<file path="src/hdl/otbo_pkg.sv">
// ----------------------------------------------------------------------------
// otbo_pkg
// types, codes and sizes shared by the object table overlap search block
// ----------------------------------------------------------------------------
package otbo_pkg;

  localparam int ENTRIES = 256;
  localparam int IDX_W   = $clog2(ENTRIES);
  localparam int CNT_W   = IDX_W + 1;

  localparam logic [2:0] ACT_CREATE  = 3'd0;
  localparam logic [2:0] ACT_UPDATE  = 3'd1;
  localparam logic [2:0] ACT_DESTROY = 3'd2;
  localparam logic [2:0] ACT_SWEEP   = 3'd3;
  localparam logic [2:0] ACT_CLEAR   = 3'd4;
  localparam logic [2:0] ACT_FIND    = 3'd5;

  localparam logic [1:0] ST_OK   = 2'd0;
  localparam logic [1:0] ST_FULL = 2'd1;
  localparam logic [1:0] ST_NONE = 2'd2;

  typedef struct packed {
    logic [2:0]        action;
    logic [7:0]        entry_index;
    logic signed [15:0] pos_x;
    logic signed [15:0] pos_y;
    logic [9:0]        size_w;
    logic [9:0]        size_h;
    logic [7:0]        tag;
    logic [7:0]        flags;
    logic              exclude_valid;
    logic [7:0]        exclude_index;
  } in_t;

  typedef struct packed {
    logic [1:0]        status;
    logic [7:0]        result_index;
    logic signed [15:0] hit_x;
    logic signed [15:0] hit_y;
    logic [9:0]        hit_w;
    logic [9:0]        hit_h;
    logic [7:0]        hit_tag;
    logic [7:0]        hit_flags;
  } out_t;

  typedef struct packed {
    logic signed [15:0] x;
    logic signed [15:0] y;
    logic [9:0]        w;
    logic [9:0]        h;
    logic [7:0]        tag;
    logic [7:0]        flags;
  } box_t;

  typedef enum logic [2:0] {
    RK_OK,
    RK_CREATED,
    RK_FULL,
    RK_NONE,
    RK_HIT
  } kind_e;

  typedef struct packed {
    logic  load;
    logic  cnt_clr;
    logic  cnt_inc;
    logic  scan;
    logic  upd;
    logic  dst;
    logic  swp;
    logic  clr;
    logic  crt;
    logic  res_set;
    kind_e res_kind;
  } cmd_t;

  typedef struct packed {
    logic [2:0] action;
    logic       cnt_end;
    logic       cur_free;
    logic       issue_ok;
    logic       chk_vld;
    logic       hit;
  } sts_t;

endpackage

</file>
<file path="src/hdl/otbo_ctrl.sv">
// ----------------------------------------------------------------------------
// otbo_ctrl
// sequencer for table actions and the output beat handshake
// ----------------------------------------------------------------------------
module otbo_ctrl (
  input  logic           clk_i,
  input  logic           rst_ni,
  input  logic           in_valid_i,
  output logic           in_stall_o,
  output logic           out_valid_o,
  input  logic           out_stall_i,
  input  otbo_pkg::sts_t sts_i,
  output otbo_pkg::cmd_t cmd_o
);

  localparam logic [2:0] S_IDLE  = 3'd0;
  localparam logic [2:0] S_DISP  = 3'd1;
  localparam logic [2:0] S_CSCAN = 3'd2;
  localparam logic [2:0] S_FSCAN = 3'd3;
  localparam logic [2:0] S_OUT   = 3'd4;

  logic [2:0]      state_q, state_d;
  otbo_pkg::kind_e kind_q, kind_d;
  logic            out_valid_q, out_valid_d;
  logic            out_free;

  assign out_free   = !out_valid_q || !out_stall_i;
  assign in_stall_o = state_q != S_IDLE;
  assign out_valid_o = out_valid_q;

  always_comb begin
    state_d     = state_q;
    kind_d      = kind_q;
    out_valid_d = out_valid_q && out_stall_i;
    cmd_o       = '0;
    cmd_o.res_kind = kind_q;
    case (state_q)
      S_IDLE: begin
        if (in_valid_i) begin
          cmd_o.load = 1'b1;
          state_d    = S_DISP;
        end
      end
      S_DISP: begin
        kind_d = otbo_pkg::RK_OK;
        state_d = S_OUT;
        case (sts_i.action)
          otbo_pkg::ACT_CREATE: begin
            cmd_o.cnt_clr = 1'b1;
            state_d = S_CSCAN;
          end
          otbo_pkg::ACT_FIND: begin
            cmd_o.cnt_clr = 1'b1;
            state_d = S_FSCAN;
          end
          otbo_pkg::ACT_UPDATE:  cmd_o.upd = 1'b1;
          otbo_pkg::ACT_DESTROY: cmd_o.dst = 1'b1;
          otbo_pkg::ACT_SWEEP:   cmd_o.swp = 1'b1;
          otbo_pkg::ACT_CLEAR:   cmd_o.clr = 1'b1;
          default: ;
        endcase
      end
      S_CSCAN: begin
        if (sts_i.cnt_end) begin
          kind_d  = otbo_pkg::RK_FULL;
          state_d = S_OUT;
        end else if (sts_i.cur_free) begin
          cmd_o.crt = 1'b1;
          kind_d  = otbo_pkg::RK_CREATED;
          state_d = S_OUT;
        end else begin
          cmd_o.cnt_inc = 1'b1;
        end
      end
      S_FSCAN: begin
        if (sts_i.hit) begin
          kind_d  = otbo_pkg::RK_HIT;
          state_d = S_OUT;
        end else if (!sts_i.chk_vld && !sts_i.issue_ok) begin
          kind_d  = otbo_pkg::RK_NONE;
          state_d = S_OUT;
        end else begin
          cmd_o.scan = 1'b1;
        end
      end
      S_OUT: begin
        if (out_free) begin
          cmd_o.res_set = 1'b1;
          out_valid_d   = 1'b1;
          state_d       = S_IDLE;
        end
      end
      default: state_d = S_IDLE;
    endcase
  end

  always_ff @(posedge clk_i or negedge rst_ni) begin
    if (!rst_ni) begin
      state_q     <= S_IDLE;
      kind_q      <= otbo_pkg::RK_OK;
      out_valid_q <= 1'b0;
    end else begin
      state_q     <= state_d;
      kind_q      <= kind_d;
      out_valid_q <= out_valid_d;
    end
  end

endmodule

</file>
<file path="config.mk">
export PLATFORM = sky130hd
export DESIGN_NAME = otbo_ctrl
export DESIGN_NICKNAME = d
export VERILOG_FILES = /design/src/hdl/otbo_pkg.sv /design/src/hdl/otbo_ctrl.sv
export SDC_FILE = /design/constraint.sdc
export NUM_CORES = 1
export LEC_CHECK = 0
export ABC_AREA = 1
export BUFFER_PORTS_ARGS = -buffer_cell sky130_fd_sc_hd__buf_2
export CORE_AREA = 2 2 39 41
export CTS_CLUSTER_DIAMETER = 120
export DETAILED_ROUTE_END_ITERATION = 8
export DIE_AREA = 0 0 41 43
export PLACE_DENSITY = 0.69
export SYNTH_ARGS = -nofsm -noshare
export SYNTH_HDL_FRONTEND = slang
export SYNTH_SLANG_ARGS = --single-unit
</file>
<file path="constraint.sdc">
create_clock -name clk_i -period 1.4 [get_ports clk_i]
set_input_delay 0.14 -clock clk_i [delete_from_list [all_inputs] [get_ports clk_i]]
set_output_delay 0.14 -clock clk_i [all_outputs]
set_load 0.05 [all_outputs]
</file>
==> results.ini <==
[timing]
clock_skew_ns=0.0112
worst_slack_ns=-0.0809
final_max_slew_viol_count=0
worst_hold_slack_ns=0.106
setup_viol=8
hold_viol_final=0
tightest_slew_ns=0.248
rsz0062_at_grt=true
slew_headroom_pct=83.6
fmax_ghz=0.675
min_period_ns=1.48
final.period_utilization_pct=106

[critical_path]
critPathSlowestCell=dfrtp_1
crit_required_ns=1.26
r2r_cells=8
worstSetupPathType=flop to output pin
rrSetupSlack_ns=0.12
r2r_end=state_q[0]$_DFFE_PN0P_
r2r-start=state_q[0]$_DFFE_PN0P_
path_cells=inv_2, nor2_4, nand2_4, nor4_4, buf_6
crit_fanout=5
worst_ep_arrival_time_ns=1.34
critical_path.max_stage_delay_ns=0.41
worst_setup_path_start_kind=flop
cp-end-kind=output pin

[finish]
syn_to_final_growth_pct=82.6
fin_area_um2=935
layout.nets=131
layout_common_cells=21 x nand2_1, 15 x buf_2, 11 x nand3_1, 10 x buf_6, 9 x inv_1
drive_gt1_share_pct=50.0
n_antenna_cell=0
mostFrequentLayoutCell=nand2_1

[power]
ir_worst_vdd_mv=1.09
power.switching_w=0.000895
power_frac_seq_pct=19.7
p_leak_nw=0.496
p_comb_share_pct=68.9
sw_frac_of_total_pct=53.3
clkPwrFrac_pct=11.4
powerDensity_nw_per_um2=1800
internal-power_w=0.000785

[detailed_routing]
drtPass1Iterations=4
drt_iter0_markers=12
drt-total-wl_um=1570
vias=657
wire_per_inst_um=11.7
ant_nets=0
viasPerCell=4.90
drc=0

[die]
rows=14
die_h_um=43
fp.coreArea_um2=1380
io_pins=27
initial_core_util_pct=37.0
fp.dieArea_um2=1760
die_w_um=41

[cts]
cts-htree-levels=1
clock_latency_ns=0.26
clockBufferDepth=2
cts_buffers=3
cts-root-buf=clkbuf_4
clk_pin_slew_ns=0.06
clkSinkCount=7
cts_tree=yes

[global_routing]
antenna_found_initial=0
grt_pass1_wl_um=2350
grt_usage_pct=19.3
overflow=0
grt_pass1_vias=601
grt_max_degree=8

[yosys]
syn_nets=92
synth.area.top_cells=dfrtp_1 34%, nand2_1 18%, nand3_1 11%
synth_top_area_share_pct=34.2
syn_area_um2=512
ys_seq_area_share_pct=34.2
synth_cell_types=13
ys_seq_elements=7
syn_avg_cell_area_um2=6.40
syn_inst=80
yosys_warnings=0
yosys.area.top_type=dfrtp_1

[worst_hold_path]
holdCritPathClass=input port to flop
hold_end=kind_q[2]$_DFFE_PN0P_
whs_path_depth=3
hp-start=sts_i[0]

[placed_design]
dp_hpwl_um=1120
port_buffers=26
dpl-instance-area_um2=756
gp_congestion=0.790

[job]
maxCapViolations=0

[status]
violations=negative setup slack
status=complete, but fails checks

[routing by layer]
| layer | track usage, % | vias up | share of wire (%) |
|---|---|---|---|
| li1 | - | 330 | - |
| met1 | 23.3 | 295 | 36 |
| met2 | 31.3 | 28 | 57 |
| met3 | 6.81 | 4 | 5.9 |
| met4 | 4.67 | 0 | 1.2 |
| met5 | 0 | - | 0 |
[kinds of logic (layout without fill, tap and decap cells)]
| logic type | count (synthesis) | in the layout | share of synthesized area [%] |
|---|---|---|---|
| simple gates | 55 | 55 | 49.1 |
| buf+inv | 13 | 51 | 11.0 |
| flops | 7 | 7 | 34.2 |
| compound gates | 5 | 5 | 5.62 |
[power by group through the flow]
stage / registers (W) / clock network (W) / logic (W)
finish: 0.000330 / 0.000192 / 0.00116
global route: 0.000344 / 0.000209 / 0.00124
CTS: 0.000329 / 0.000195 / 0.00103
detailed placement: 0.000327 / 0 / 0.000938
global placement: 0.000323 / 0 / 0.000930
floorplan: 0.000428 / 0 / 0.000635
[timing repair]
| action | 4_1_cts | 5_1_grt |
|---|---|---|
| endpoints found under the hold margin | 7 | 0 |
| gates resized for setup | 23 | 10 |
| pin swaps | 3 | 3 |
| cloned | 0 | 0 |
| buffers inserted | 1 | 4 |
| hold buffers | 1 | 0 |
| setup endpoints to repair | 11 | 11 |
[registers in the layout, summed over array words and instances (netlist names)]
register     cells
kind_q           3
out_valid_o      1
state_q          3
[cells in the mapped netlist]
master   number
nand2_1      24
inv_1        11
nand3_1      11
nor2_1       11
dfrtp_1       7
nor4_1        4
o21ai_0       4
nor2_2        3
buf_6         1
inv_2         1
nand3_2       1
nor2_4        1
o21ai_2       1
[critical path, delay by kind of cell (launching register included)]
kind,cells,cell delay (ns)
and+or+nand+nor,3,0.39
DFF,1,0.41
buffers and inverters,2,0.27
[per-stage QoR]
step	std cells	setup WS, ns	utilization, %	power, W	setup TNS (ns)
3_5_place_dp	124	0.0498	54.6	0.00127	0
5_1_grt	134	-0.146	67.5	0.00179	-1.03
4_1_cts	130	-0.0973	62.5	0.00155	-0.398
2_1_floorplan	80	-0.0682	-	0.00106	-0.270
3_3_place_gp	124	0.0629	54.6	0.00125	0
6_report	134	-0.0809	67.5	0.00168	-0.391
[layout make-up]
| type | instances | area (µm²) |
|---|---|---|
| fill | 115 | 449 |
| multi-input combinational | 60 | 390 |
| timing repair buffer | 35 | 273 |
| sequential | 7 | 178 |
| inverter | 12 | 47.5 |
| clock buffer | 4 | 26.3 |
| tap | 16 | 20.0 |
[worst max path at each step]
stage                                  endpoint  cells after the start                    from
final                                  cmd_o[6]                      5  state_q[0]$_DFFE_PN0P_
after floorplan           kind_q[0]$_DFFE_PN0P_                      7  state_q[2]$_DFFE_PN0P_
after CTS                              cmd_o[8]                      5  state_q[0]$_DFFE_PN0P_
after global placement                 cmd_o[6]                      5  state_q[0]$_DFFE_PN0P_
after detailed placement               cmd_o[6]                      5  state_q[0]$_DFFE_PN0P_
after global routing                   cmd_o[7]                      5  state_q[0]$_DFFE_PN0P_
No activity file was read; power rests on OpenSTA's default activity.
